$ cat src/rtl/bba_pkg.sv
`default_nettype none

package bba_pkg;

    // Capacity and bitmap geometry
    localparam int MAX_BLOCKS  = 4096;
    localparam int WORD_BITS   = 64;
    localparam int NUM_WORDS   = (MAX_BLOCKS + WORD_BITS - 1) / WORD_BITS;
    localparam int WORD_IDX_W  = $clog2(NUM_WORDS);
    localparam int BIT_IDX_W   = $clog2(WORD_BITS);

    // Field widths
    localparam int CMD_W       = 2;
    localparam int BLOCK_W     = 12;
    localparam int TOTAL_W     = 13;
    localparam int STATUS_W    = 2;

    // Priority encoder split: groups of eight bits
    localparam int GROUP_W     = 8;
    localparam int NUM_GROUPS  = WORD_BITS / GROUP_W;
    localparam int GROUP_IDX_W = $clog2(NUM_GROUPS);
    localparam int GROUP_BIT_W = $clog2(GROUP_W);

    // Configuration port
    localparam int PADDR_W     = 3;
    localparam int PDATA_W     = 32;
    localparam int TOTAL_RESET = 4096;

    typedef enum logic [PADDR_W-3:0] {
        REG_TOTAL_BLOCKS = 1'b0
    } reg_idx_t;

    typedef enum logic [CMD_W-1:0] {
        CMD_ALLOC = 2'd0,
        CMD_FREE  = 2'd1,
        CMD_MARK  = 2'd2
    } cmd_t;

    typedef enum logic [STATUS_W-1:0] {
        ST_OK     = 2'd0,
        ST_FULL   = 2'd1,
        ST_DOUBLE = 2'd2,
        ST_RANGE  = 2'd3
    } status_t;

    // Bitmap memory request from the sequencer
    typedef struct packed {
        logic [WORD_IDX_W-1:0] raddr;
        logic                  we;
        logic [WORD_IDX_W-1:0] waddr;
        logic [WORD_BITS-1:0]  wdata;
    } mem_req_t;

endpackage

`default_nettype wire

$ cat src/rtl/bba_if.sv
`default_nettype none

// Command channel
interface bba_cmd_if;
    logic                         valid;
    logic                         ready;
    logic [bba_pkg::CMD_W-1:0]    cmd;
    logic [bba_pkg::BLOCK_W-1:0]  block_num;

    modport source (output valid, output cmd, output block_num, input ready);
    modport sink   (input valid, input cmd, input block_num, output ready);
endinterface

// Result channel
interface bba_res_if;
    logic                         valid;
    logic                         ready;
    logic [bba_pkg::STATUS_W-1:0] status;
    logic [bba_pkg::BLOCK_W-1:0]  result_block;

    modport source (output valid, output status, output result_block, input ready);
    modport sink   (input valid, input status, input result_block, output ready);
endinterface

`default_nettype wire

$ cat src/rtl/bba_apb_regs.sv
`default_nettype none

module bba_apb_regs (
    input  wire logic                           clk,
    input  wire logic                           rst_n,
    input  wire logic                           psel,
    input  wire logic                           penable,
    input  wire logic                           pwrite,
    input  wire logic [bba_pkg::PADDR_W-1:0]    paddr,
    input  wire logic [bba_pkg::PDATA_W-1:0]    pwdata,
    output logic      [bba_pkg::PDATA_W-1:0]    prdata,
    output logic                                pready,
    output logic      [bba_pkg::TOTAL_W-1:0]    total_blocks
);

    logic [bba_pkg::TOTAL_W-1:0] total_reg;
    logic                        sel_total;
    logic                        wr_en;

    // Decode the word address
    assign sel_total = (paddr[bba_pkg::PADDR_W-1:2] == bba_pkg::REG_TOTAL_BLOCKS);
    assign wr_en     = psel & penable & pwrite & pready;
    assign pready    = 1'b1;

    // Hold the block count
    always_ff @(posedge clk or negedge rst_n)
    begin
        if (!rst_n)
        begin
            total_reg <= bba_pkg::TOTAL_W'(bba_pkg::TOTAL_RESET);
        end
        else if (wr_en && sel_total)
        begin
            total_reg <= pwdata[bba_pkg::TOTAL_W-1:0];
        end
    end

    // Read back
    always_comb
    begin
        prdata = '0;
        if (sel_total)
        begin
            prdata = bba_pkg::PDATA_W'(total_reg);
        end
    end

    assign total_blocks = total_reg;

endmodule

`default_nettype wire

$ cat src/rtl/bba_bitmap_mem.sv
`default_nettype none

module bba_bitmap_mem (
    input  wire logic                            clk,
    input  wire logic                            rst_n,
    input  wire bba_pkg::mem_req_t               req,
    output logic      [bba_pkg::WORD_BITS-1:0]   rdata
);

    logic [bba_pkg::WORD_BITS-1:0] mem [bba_pkg::NUM_WORDS];
    logic [bba_pkg::NUM_WORDS-1:0] written_reg;
    logic [bba_pkg::WORD_BITS-1:0] rdata_reg;
    logic                          rvalid_reg;

    // Storage array, no reset
    always_ff @(posedge clk)
    begin
        if (req.we)
        begin
            mem[req.waddr] <= req.wdata;
        end
        rdata_reg <= mem[req.raddr];
    end

    // Track words written since reset; unwritten words read as free
    always_ff @(posedge clk or negedge rst_n)
    begin
        if (!rst_n)
        begin
            written_reg <= '0;
            rvalid_reg  <= 1'b0;
        end
        else
        begin
            if (req.we)
            begin
                written_reg[req.waddr] <= 1'b1;
            end
            rvalid_reg <= written_reg[req.raddr];
        end
    end

    assign rdata = rvalid_reg ? rdata_reg : '0;

endmodule

`default_nettype wire

$ cat src/rtl/bba_ffs.sv
`default_nettype none

module bba_ffs (
    input  wire logic [bba_pkg::WORD_BITS-1:0]  word,
    output logic                                found,
    output logic      [bba_pkg::BIT_IDX_W-1:0]  idx
);

    logic [bba_pkg::GROUP_IDX_W-1:0] grp;
    logic [bba_pkg::GROUP_BIT_W-1:0] sub;
    logic [bba_pkg::GROUP_W-1:0]     grp_bits;

    // Pick the lowest non-empty group
    always_comb
    begin
        grp   = '0;
        found = 1'b0;
        for (int i = bba_pkg::NUM_GROUPS - 1; i >= 0; i--)
        begin
            if (|word[i*bba_pkg::GROUP_W +: bba_pkg::GROUP_W])
            begin
                grp   = bba_pkg::GROUP_IDX_W'(i);
                found = 1'b1;
            end
        end
    end

    assign grp_bits = word[grp*bba_pkg::GROUP_W +: bba_pkg::GROUP_W];

    // Pick the lowest set bit within that group
    always_comb
    begin
        sub = '0;
        for (int j = bba_pkg::GROUP_W - 1; j >= 0; j--)
        begin
            if (grp_bits[j])
            begin
                sub = bba_pkg::GROUP_BIT_W'(j);
            end
        end
    end

    assign idx = {grp, sub};

endmodule

`default_nettype wire

$ cat src/rtl/bba_seq.sv
`default_nettype none

module bba_seq (
    input  wire logic                              clk,
    input  wire logic                              rst_n,
    input  wire logic [bba_pkg::TOTAL_W-1:0]       total_blocks,
    bba_cmd_if.sink                                in_ch,
    bba_res_if.source                              out_ch,
    output bba_pkg::mem_req_t                      mem_req,
    input  wire logic [bba_pkg::WORD_BITS-1:0]     rdata,
    output logic      [bba_pkg::WORD_BITS-1:0]     ffs_word,
    input  wire logic                              ffs_found,
    input  wire logic [bba_pkg::BIT_IDX_W-1:0]     ffs_idx
);

    localparam int WIW = bba_pkg::WORD_IDX_W;
    localparam int BIW = bba_pkg::BIT_IDX_W;
    localparam int WB  = bba_pkg::WORD_BITS;

    typedef enum logic [2:0] {
        S_IDLE,
        S_MOD_RD,
        S_MOD_CHK,
        S_SCAN,
        S_DONE
    } state_t;

    state_t                        state_reg, state_next;
    logic [bba_pkg::CMD_W-1:0]     cmd_reg, cmd_next;
    logic [bba_pkg::BLOCK_W-1:0]   blk_reg, blk_next;
    logic [WIW-1:0]                rd_idx_reg, rd_idx_next;
    logic [WIW-1:0]                chk_idx_reg, chk_idx_next;
    logic                          chk_pend_reg, chk_pend_next;
    bba_pkg::status_t              st_reg, st_next;
    logic [bba_pkg::BLOCK_W-1:0]   rblk_reg, rblk_next;
    logic                          res_valid_reg, res_valid_next;
    bba_pkg::status_t              res_status_reg, res_status_next;
    logic [bba_pkg::BLOCK_W-1:0]   res_block_reg, res_block_next;

    logic [bba_pkg::TOTAL_W-1:0]   lim;
    logic [bba_pkg::TOTAL_W-1:0]   lim_m1;
    logic [WIW-1:0]                last_word;
    logic [BIW-1:0]                last_bit;
    logic [WB-1:0]                 scan_mask;
    logic [WB-1:0]                 blk_onehot;
    logic [WB-1:0]                 ffs_onehot;
    logic                          in_range;
    logic                          blk_used;

    // Effective block count and the last word it reaches
    assign lim = (total_blocks > bba_pkg::TOTAL_W'(bba_pkg::MAX_BLOCKS))
               ? bba_pkg::TOTAL_W'(bba_pkg::MAX_BLOCKS) : total_blocks;
    assign lim_m1    = lim - bba_pkg::TOTAL_W'(1);
    assign last_word = lim_m1[BIW +: WIW];
    assign last_bit  = lim_m1[BIW-1:0];
    assign in_range  = ({1'b0, in_ch.block_num} < lim);

    // Keep only bits below the count in the last word
    assign scan_mask = (chk_idx_reg == last_word)
                     ? ({WB{1'b1}} >> (BIW'(WB - 1) - last_bit)) : {WB{1'b1}};
    assign ffs_word   = ~rdata & scan_mask;
    assign blk_onehot = WB'(1) << blk_reg[BIW-1:0];
    assign ffs_onehot = WB'(1) << ffs_idx;
    assign blk_used   = rdata[blk_reg[BIW-1:0]];

    assign in_ch.ready         = (state_reg == S_IDLE);
    assign out_ch.valid        = res_valid_reg;
    assign out_ch.status       = res_status_reg;
    assign out_ch.result_block = res_block_reg;

    always_comb
    begin
        state_next      = state_reg;
        cmd_next        = cmd_reg;
        blk_next        = blk_reg;
        rd_idx_next     = rd_idx_reg;
        chk_idx_next    = chk_idx_reg;
        chk_pend_next   = chk_pend_reg;
        st_next         = st_reg;
        rblk_next       = rblk_reg;
        res_valid_next  = res_valid_reg & ~out_ch.ready;
        res_status_next = res_status_reg;
        res_block_next  = res_block_reg;

        mem_req.raddr = blk_reg[BIW +: WIW];
        mem_req.we    = 1'b0;
        mem_req.waddr = blk_reg[BIW +: WIW];
        mem_req.wdata = rdata;

        case (state_reg)
            S_IDLE:
            begin
                if (in_ch.valid)
                begin
                    cmd_next  = in_ch.cmd;
                    blk_next  = in_ch.block_num;
                    rblk_next = '0;
                    if (in_ch.cmd == bba_pkg::CMD_ALLOC)
                    begin
                        rd_idx_next   = '0;
                        chk_pend_next = 1'b0;
                        if (lim == '0)
                        begin
                            st_next    = bba_pkg::ST_FULL;
                            state_next = S_DONE;
                        end
                        else
                        begin
                            state_next = S_SCAN;
                        end
                    end
                    else if ((in_ch.cmd == bba_pkg::CMD_FREE ||
                              in_ch.cmd == bba_pkg::CMD_MARK) && in_range)
                    begin
                        state_next = S_MOD_RD;
                    end
                    else
                    begin
                        st_next    = bba_pkg::ST_RANGE;
                        state_next = S_DONE;
                    end
                end
            end

            S_MOD_RD:
            begin
                // Fetch the word holding the block
                state_next = S_MOD_CHK;
            end

            S_MOD_CHK:
            begin
                state_next = S_DONE;
                if (cmd_reg == bba_pkg::CMD_FREE && !blk_used)
                begin
                    st_next = bba_pkg::ST_DOUBLE;
                end
                else
                begin
                    mem_req.we    = 1'b1;
                    mem_req.wdata = (cmd_reg == bba_pkg::CMD_FREE)
                                  ? (rdata & ~blk_onehot) : (rdata | blk_onehot);
                    st_next       = bba_pkg::ST_OK;
                    rblk_next     = blk_reg;
                end
            end

            S_SCAN:
            begin
                // Issue the next word while checking the previous one
                mem_req.raddr = rd_idx_reg;
                mem_req.waddr = chk_idx_reg;
                rd_idx_next   = rd_idx_reg + WIW'(1);
                chk_idx_next  = rd_idx_reg;
                chk_pend_next = 1'b1;
                if (chk_pend_reg)
                begin
                    if (ffs_found)
                    begin
                        mem_req.we    = 1'b1;
                        mem_req.wdata = rdata | ffs_onehot;
                        st_next       = bba_pkg::ST_OK;
                        rblk_next     = bba_pkg::BLOCK_W'({chk_idx_reg, ffs_idx});
                        state_next    = S_DONE;
                    end
                    else if (chk_idx_reg == last_word)
                    begin
                        st_next    = bba_pkg::ST_FULL;
                        state_next = S_DONE;
                    end
                end
            end

            S_DONE:
            begin
                // Load the result once the output register is free
                if (!res_valid_reg || out_ch.ready)
                begin
                    res_valid_next  = 1'b1;
                    res_status_next = st_reg;
                    res_block_next  = rblk_reg;
                    state_next      = S_IDLE;
                end
            end

            default:
            begin
                state_next = S_IDLE;
            end
        endcase
    end

    always_ff @(posedge clk or negedge rst_n)
    begin
        if (!rst_n)
        begin
            state_reg      <= S_IDLE;
            cmd_reg        <= '0;
            blk_reg        <= '0;
            rd_idx_reg     <= '0;
            chk_idx_reg    <= '0;
            chk_pend_reg   <= 1'b0;
            st_reg         <= bba_pkg::ST_OK;
            rblk_reg       <= '0;
            res_valid_reg  <= 1'b0;
            res_status_reg <= bba_pkg::ST_OK;
            res_block_reg  <= '0;
        end
        else
        begin
            state_reg      <= state_next;
            cmd_reg        <= cmd_next;
            blk_reg        <= blk_next;
            rd_idx_reg     <= rd_idx_next;
            chk_idx_reg    <= chk_idx_next;
            chk_pend_reg   <= chk_pend_next;
            st_reg         <= st_next;
            rblk_reg       <= rblk_next;
            res_valid_reg  <= res_valid_next;
            res_status_reg <= res_status_next;
            res_block_reg  <= res_block_next;
        end
    end

endmodule

`default_nettype wire

$ cat src/rtl/block_bitmap_allocator.sv
`default_nettype none

// First-fit block allocator over a used/free bitmap of up to 4096 blocks.
//
// Commands arrive on in_ch (valid/ready): allocate, free or mark used, with
// a block number for the last two. Each item gives exactly one result on
// out_ch: a status and a block number (zero unless the status is ok).
// The block count is set through the APB register at byte address 0.
//
// Sequencing: free and mark pass through a read and a check state before the
// result is loaded; commands rejected at once go straight to loading it.
// Allocate walks the bitmap memory one 64-bit word per cycle through a single
// priority encoder, up to the word that holds the last block. One item is in
// work at a time; in_ch.ready is high only while the sequencer is idle.
//
// A result waits in an output register; the next item is still accepted
// while it waits, and a stalled receiver holds up the sequencer only when
// that next result is ready. Reset clears the whole bitmap at once (a
// per-word written flag makes unwritten words read as free) and sets the
// count to 4096.

module block_bitmap_allocator (
    input  wire logic                           clk,
    input  wire logic                           rst_n,
    input  wire logic                           psel,
    input  wire logic                           penable,
    input  wire logic                           pwrite,
    input  wire logic [bba_pkg::PADDR_W-1:0]    paddr,
    input  wire logic [bba_pkg::PDATA_W-1:0]    pwdata,
    output logic      [bba_pkg::PDATA_W-1:0]    prdata,
    output logic                                pready,
    bba_cmd_if.sink                             in_ch,
    bba_res_if.source                           out_ch
);

    logic [bba_pkg::TOTAL_W-1:0]   total_blocks;
    bba_pkg::mem_req_t             mem_req;
    logic [bba_pkg::WORD_BITS-1:0] rdata;
    logic [bba_pkg::WORD_BITS-1:0] ffs_word;
    logic                          ffs_found;
    logic [bba_pkg::BIT_IDX_W-1:0] ffs_idx;

    bba_apb_regs u_regs (
        .clk          (clk),
        .rst_n        (rst_n),
        .psel         (psel),
        .penable      (penable),
        .pwrite       (pwrite),
        .paddr        (paddr),
        .pwdata       (pwdata),
        .prdata       (prdata),
        .pready       (pready),
        .total_blocks (total_blocks)
    );

    bba_bitmap_mem u_mem (
        .clk   (clk),
        .rst_n (rst_n),
        .req   (mem_req),
        .rdata (rdata)
    );

    bba_ffs u_ffs (
        .word  (ffs_word),
        .found (ffs_found),
        .idx   (ffs_idx)
    );

    bba_seq u_seq (
        .clk          (clk),
        .rst_n        (rst_n),
        .total_blocks (total_blocks),
        .in_ch        (in_ch),
        .out_ch       (out_ch),
        .mem_req      (mem_req),
        .rdata        (rdata),
        .ffs_word     (ffs_word),
        .ffs_found    (ffs_found),
        .ffs_idx      (ffs_idx)
    );

    // A failed command never reports a block number
    a_fail_zero: assert property (@(posedge clk) disable iff (!rst_n)
        (out_ch.valid && out_ch.status != bba_pkg::ST_OK) |-> (out_ch.result_block == '0))
        else $error("non-zero block on failed command");

    // An accepted item keeps the sequencer busy in the next cycle
    a_busy_after_accept: assert property (@(posedge clk) disable iff (!rst_n)
        (in_ch.valid && in_ch.ready) |=> !in_ch.ready)
        else $error("ready while an item is in work");

    // The bitmap is written only while an item is in work
    a_write_busy: assert property (@(posedge clk) disable iff (!rst_n)
        mem_req.we |-> !in_ch.ready)
        else $error("bitmap write while idle");

endmodule

`default_nettype wire

$ cat src/flat_wrapper.sv
// flat-port wrapper written by rule: the top's interface ports become plain ports
module block_bitmap_allocator_flat 
  (clk, rst_n, psel, penable, pwrite, paddr, pwdata, prdata, pready, in_ch_valid, in_ch_cmd, in_ch_block_num, in_ch_ready, out_ch_valid, out_ch_status, out_ch_result_block, out_ch_ready);
  bba_cmd_if in_ch_i ();
  bba_res_if out_ch_i ();
  input  wire logic clk;
  input  wire logic rst_n;
  input  wire logic psel;
  input  wire logic penable;
  input  wire logic pwrite;
  input  wire logic [bba_pkg::PADDR_W-1:0] paddr;
  input  wire logic [bba_pkg::PDATA_W-1:0] pwdata;
  output logic      [bba_pkg::PDATA_W-1:0] prdata;
  output logic pready;
  input wire logic [$bits(in_ch_i.valid)-1:0] in_ch_valid;
  input wire logic [$bits(in_ch_i.cmd)-1:0] in_ch_cmd;
  input wire logic [$bits(in_ch_i.block_num)-1:0] in_ch_block_num;
  output wire logic [$bits(in_ch_i.ready)-1:0] in_ch_ready;
  output wire logic [$bits(out_ch_i.valid)-1:0] out_ch_valid;
  output wire logic [$bits(out_ch_i.status)-1:0] out_ch_status;
  output wire logic [$bits(out_ch_i.result_block)-1:0] out_ch_result_block;
  input wire logic [$bits(out_ch_i.ready)-1:0] out_ch_ready;
  assign in_ch_i.valid = in_ch_valid;
  assign in_ch_i.cmd = in_ch_cmd;
  assign in_ch_i.block_num = in_ch_block_num;
  assign in_ch_ready = in_ch_i.ready;
  assign out_ch_valid = out_ch_i.valid;
  assign out_ch_status = out_ch_i.status;
  assign out_ch_result_block = out_ch_i.result_block;
  assign out_ch_i.ready = out_ch_ready;
  block_bitmap_allocator u_core (.clk(clk), .rst_n(rst_n), .psel(psel), .penable(penable), .pwrite(pwrite), .paddr(paddr), .pwdata(pwdata), .prdata(prdata), .pready(pready), .in_ch(in_ch_i), .out_ch(out_ch_i));
endmodule
$ cat config.mk
export PLATFORM = sky130hd
export DESIGN_NAME = block_bitmap_allocator_flat
export DESIGN_NICKNAME = d
export VERILOG_FILES = /design/src/rtl/bba_pkg.sv /design/src/rtl/bba_if.sv /design/src/rtl/bba_apb_regs.sv /design/src/rtl/bba_bitmap_mem.sv /design/src/rtl/bba_ffs.sv /design/src/rtl/bba_seq.sv /design/src/rtl/block_bitmap_allocator.sv /design/src/flat_wrapper.sv
export SDC_FILE = /design/constraint.sdc
export NUM_CORES = 2
export LEC_CHECK = 0
export BUFFER_PORTS_ARGS = -buffer_cell sky130_fd_sc_hd__buf_2
export CORE_MARGIN = 1
export CORE_UTILIZATION = 57
export CTS_CLUSTER_SIZE = 20
export DETAILED_ROUTE_END_ITERATION = 7
export PLACE_DENSITY = 0.76
export REMOVE_ABC_BUFFERS = 1
export SLEW_MARGIN = 20
export SYNTH_ARGS = -nofsm -noshare
export SYNTH_HDL_FRONTEND = slang
export SYNTH_HIERARCHICAL = 1
export SYNTH_SLANG_ARGS = --single-unit
$ cat constraint.sdc
create_clock -name clk -period 8.45 [get_ports clk]
set_input_delay 1.2675 -clock clk [delete_from_list [all_inputs] [get_ports clk]]
set_output_delay 1.2675 -clock clk [all_outputs]
set_load 0.02 [all_outputs]
After elaboration in Yosys (flattened, before gate mapping) --
Memory sizes are Yosys's and may differ from the RTL's. A register that Yosys moved wholly into a read port is not among the register bits. Index checks and enable logic that the tools add are counted.
Operators by class: add/sub/neg operators 3, order comparisons 6, equal/unequal tests 17, shifts and indexed selects 4, mux-type cells 78, bitwise gates (word level) 12, reduce and logical (&&, ||, !) cells 27
Operators by type and width (count):
- 2-to-1 mux 64 bit | 6
- OR 64 bit | 3
- AND 64 bit | 2
- inverter 64 bit | 2
- case mux 64 bit (2 select lines) | 1
- << shifter 1 x 6 -> 64 bit, first input constant | 2
- 2-to-1 mux 3 bit | 24
- OR reduction 8 bit | 8
- variable part select 64 x 7 -> 8 bit | 1
- >> shifter 64 x 6 -> 64 bit, first input constant | 1
- 2-to-1 mux 12 bit | 4
- case mux 12 bit (3 select lines) | 1
- 2-to-1 mux 13 bit | 2
- 2-to-1 mux 6 bit | 4
- < comparator 6 x 7 -> 1 bit, second input constant | 3
- 2-to-1 mux 1 bit | 20
- 2-to-1 mux 2 bit | 8
- case mux 3 bit (5 select lines) | 1
- greater-than comparator 13 bit, second input constant | 1
- logical NOT 13 bit | 1
- < comparator 12 x 13 -> 1 bit | 1
- binary-select mux 1 bit (select 6 bit) | 2
- case mux 6 bit (2 select lines) | 1
- subtractor 12 x 1 -> 12 bit, second input constant | 1
- 30 further kinds | 47
Storage, ports and cells: register bits after elaboration 137, memory bits (writable) 4096, bits of input ports 56, output and inout port bits 49, logic and storage cells 162, memories 1
Memories:
- u_core.u_mem.mem | words 64, width 64, rd ports 1, clocked after memory_dff 1, wr ports 1, RTL line bba_bitmap_mem.sv:10 | logic [bba_pkg::WORD_BITS-1:0] mem [bba_pkg::NUM_WORDS];

Depth between registers and ports, before layout --
depth after elaboration 30, mapped depth 28, mapped depth without buffers 24

By module --
The synthesis kept the hierarchy.
By module, submodules not included:
- bba_bitmap_mem | instances 1, cells an instance 6749, area each 158642.2 um2, seq. area each 125905.8 um2
- bba_seq | instances 1, cells an instance 905, area each 6622.6 um2, seq. area each 1476.4 um2
- bba_ffs | instances 1, cells an instance 124, area each 882.1 um2, seq. area each 0.0 um2
- bba_apb_regs | instances 1, cells an instance 64, area each 792.0 um2, seq. area each 326.6 um2

Worst setup path before layout --
No wires, ideal clock.
kind flip-flop to flip-flop, start point reg u_core.u_regs.total_reg (netlist bit u_core/u_regs/total_blocks[12]), end point reg u_core/u_mem/written_reg[48] (netlist name), setup time 92 ps, arrival 9176 ps, data required time 8358 ps, path slack -818 ps, cell stages (with the launch flop) 24, buffers on the path 3, clock period less this slack 9268 ps, cells stage by stage dfstp_2 > clkinv_1 > clkbuf_1 > nand2_1 > ha_1 > inv_1 > nor3_1 > nor3_1 > xor2_1 > nor4_4 > and4_1 > buf_2 > a31oi_1 > nor4_2 > and4_1 > buf_2 > nand4_1 > nand2_1 > a21oi_1 > o31a_1 > nand4b_1 > or2_2 > nor3_1 > or2_2
RTL lines:
- start: declaration | RTL line bba_apb_regs.sv:16 | logic [bba_pkg::TOTAL_W-1:0] total_reg;
- start signal: assignment | RTL line bba_apb_regs.sv:30 | total_reg <= bba_pkg::TOTAL_W'(bba_pkg::TOTAL_RESET);
- start signal: assignment | RTL line bba_apb_regs.sv:34 | total_reg <= pwdata[bba_pkg::TOTAL_W-1:0];
- end signal: assignment | RTL line bba_bitmap_mem.sv:30 | written_reg <= '0;
- end signal: indexed assignment | RTL line bba_bitmap_mem.sv:37 | written_reg[req.waddr] <= 1'b1;
- end: declaration | RTL line bba_bitmap_mem.sv:11 | logic [bba_pkg::NUM_WORDS-1:0] written_reg;

==> summary.md <==
| Metric | Value |
|---|---|
| CP arrival | 9.00 ns |
| Post-synth EDFFs | 4096 |
| Routed wire per std cell | 40.5 µm |
| Core footprint | 291000 µm² |
| RSZ-0062 raised after global routing | false |
| Logic pwr share | 33.1% |
| FFs w/ async S/R, synth | 3.19% |
| LEAKAGE | 0.0603 µW |
| Final core area utilization | 64.9% |
| Final wirelength | 506000 µm |
| Worst Path Required | 9.21 ns |
| Top cells by area, synth | edfxtp_1 74%, mux4_2 14%, dfrtp_1 2.0%, a22oi_1 1.2%, dfxtp_1 0.77% |
| Post-Syn Area | 167000 µm² |
| Post-CTS Hold Buffers | 0 |
| Post-CTS sizing | 0 |
| Final worst-path cycle share | 97.5% |
| Final Hold Violating Endpoints | 0 |
| Initial antenna violation count | 33 |
| Post-synthesis cell count | 7842 |
| Worst-skew pair later-pin latency | 1.01 ns |
| Share of post-route cells with drive strength above 1 | 27.6% |
| Number of global-route vias before repair | 89500 |
| Clk slew on worst S/H paths | 0.06 ns |
| Area delta synth->final | 13.2% |
| CTS tree | built |
| Max-Cap Viols | 0 |
| #FFs+latches synth | 4297 |
| Critical path's slowest cell | dfstp_2 |
| Area after DPL | 176000 µm² |
| Setup slack after layout | 0.213 ns |
| Chip Width | 543 µm |
| P_int | 44900 µW |
| Seq/Total Area, Yosys | 76.5% |
| Clk Tree Root Cell | clkbuf_16 |
| NetSw | 22600 µW |
| Main synth FF type | edfxtp_1 |
| Post-CTS Repair Setup Buffers | 0 |
| Outcome | completed |
| Slew of the pin with the lowest slew margin | 1.23 ns |
| Die area | 295000 µm² |
| DRC | 0 |
| Final Critical Period | 8.24 ns |
| Clk_skew | 0.0752 ns |
| Pre-CTS setup slack | 0.196 ns |
| Most frequent CP cell | buf_4 |
| Slew headroom | 17.7% |
| R2R setup slack | 0.21 ns |
| IO Port Bufs | 63 |
| Via density | 7.18 |
| I/O Pins | 105 |
| Crit. End Element | flip-flop |
| Total CTS buffers | 413 |
| Commonest cells after routing, fill and taps aside | 4096 x edfxtp_1, 1047 x mux4_2, 416 x clkbuf_16 |
| Synth cell types | 94 |
| Highest cell delay on the worst timing path | 0.78 ns |
| H-tree depth | 5 |
| Setup TNS | 0 ns |
| Mapped Avg Cell Area | 21.3 µm² |
| Grt ovf | 0 |
| Slew Limit Fails | 0 |
| Initial drt markers | 14500 |
| 1st-pass router iterations | 7 |
| Post-route cell area | 189000 µm² |
| Crit-path max FO | 64 |
| Share of the synthesized area in the top cell type | 73.7% |
| Fmax | 121 MHz |
| Seq pwr share | 40.2% |
| Peak VDD IR | 0.304 mV |
| HPWL after DPL | 269000 µm |
| Die H | 543 µm |
| Hold WC Path Type | in2async |
| Largest net degree at the start of global routing | 129 |
| Power Density | 358 nW/µm² |
| # clock sinks | 4297 |
| Max reg flops | 4096 |
| Antenna viol nets, final | 0 |
| CTS Buffer Depth | 4 |
| Type of the worst setup path | reg2reg |
| Startpoint Class | flip-flop |
| Gr usage total | 34.5% |
| Vias | 89700 |
| Area leader, netlist | edfxtp_1 |
| Most common cell after layout, fill and taps aside | edfxtp_1 |
| Final RePlAce weighted congestion | 1.02 |
| Final #Nets | 8297 |
| Initial Util | 57.3% |
| Final setup viols | 0 |
| YS warnings | 6 |
| # rows | 198 |
| Clock share of power | 26.8% |
| Sw frac | 33.5% |
| First-pass GRT wire length | 697000 µm |
==> power groups by stage <==
stage               Sequential, µW  Clock, µW  Combinational, µW
global route                 27100      18900              23200
finish                       27100      18100              22300
detailed placement           27500          0              21800
global placement             27500          0              21300
CTS                          27100      18200              22000
floorplan                    27700          0              13400
==> cells by family (layout without fill, tap and decap cells) <==
family,Yosys count,count (layout),synth area share (%)
flip-flops,4297,4297,76.5
adder cells (fa/ha/maj),16,16,0.120
AO/OA/AOI/OAI,929,929,3.87
buffers and inverters,510,1222,1.50
XOR/XNOR,9,9,0.0472
other,2,38,0.00450
multiplexers,1219,1219,15.3
AND/OR/NAND/NOR,860,860,2.70
==> synthesized netlist by cell type (all sizes together), types with 6 or more instances <==
library cell,n
edfxtp,4096
mux4,1048
a22oi,264
clkbuf,244
buf,239
nand2,177
nor2,162
dfrtp,136
o22ai,133
nand3,130
o21ai,128
a21oi,115
mux2i,114
o221ai,102
and2,78
or2,69
dfxtp,64
nor2b,58
mux2,57
a211oi,56
and3,47
a31oi,33
nor3,32
nand2b,27
inv,26
a221oi,23
nor4,22
a211o,18
ha,16
nand4,14
a21o,8
or3,8
and4,7
a2111oi,6
xor2,6
==> critical path, delay by kind of cell (launching register included) <==
family,cells,cell delay (ns)
compound gates,9,2.19
buf+inv,8,1.90
simple gates,8,2.61
fa+ha+maj,1,0.32
xor+xnor,1,0.17
flops,1,0.78
==> routing by layer <==
| metal | up-vias | share of wire [%] | GRT usage (%) |
|---|---|---|---|
| li1 | 33900 | - | - |
| met1 | 46500 | 34 | 45.6 |
| met2 | 7763 | 46 | 52.9 |
| met3 | 1529 | 14 | 9.50 |
| met4 | 2 | 6.1 | 18.0 |
| met5 | - | 0.0026 | 0 |
==> worst paths after layout <==
kind | startpoint | endpoint | cells past startpoint
min in group clk | u_core/u_mem/written_reg[35] | u_core/u_mem/written_reg[35] | 1
max in group asynchronous | rst_n | u_core/u_seq/out_ch.result_block[3] | 2
min reg2reg | u_core/u_mem/written_reg[35] | u_core/u_mem/written_reg[35] | 1
max | u_core/u_regs/total_blocks[12] | u_core/u_mem/mem[36][39] | 27
max reg2reg | u_core/u_regs/total_blocks[12] | u_core/u_mem/mem[36][39] | 27
min | rst_n | u_core/u_seq/out_ch.result_block[10] | 1
==> metrics by stage <==
| stage | total power [µW] | hold slack, ns | cells |
|---|---|---|---|
| floorplan | 41000 | 0.434 | 7377 |
| global placement | 48800 | 0.446 | 11700 |
| detailed placement | 49300 | 0.448 | 11700 |
| CTS | 67300 | 0.289 | 12500 |
| global route | 69200 | 0.329 | 12500 |
| finish | 67500 | 0.291 | 12500 |
==> cell type report <==
cell class	count	area, µm²
clock inverters	228	2110
multi-input cells	3053	38300
clock buffers	534	11100
diodes	18	45.0
well taps	3900	4880
repair buffers	433	4620
inverters	27	106
flip-flops and latches	4297	128000
fillers	18000	102000
(Power assumes the default switching activity.)
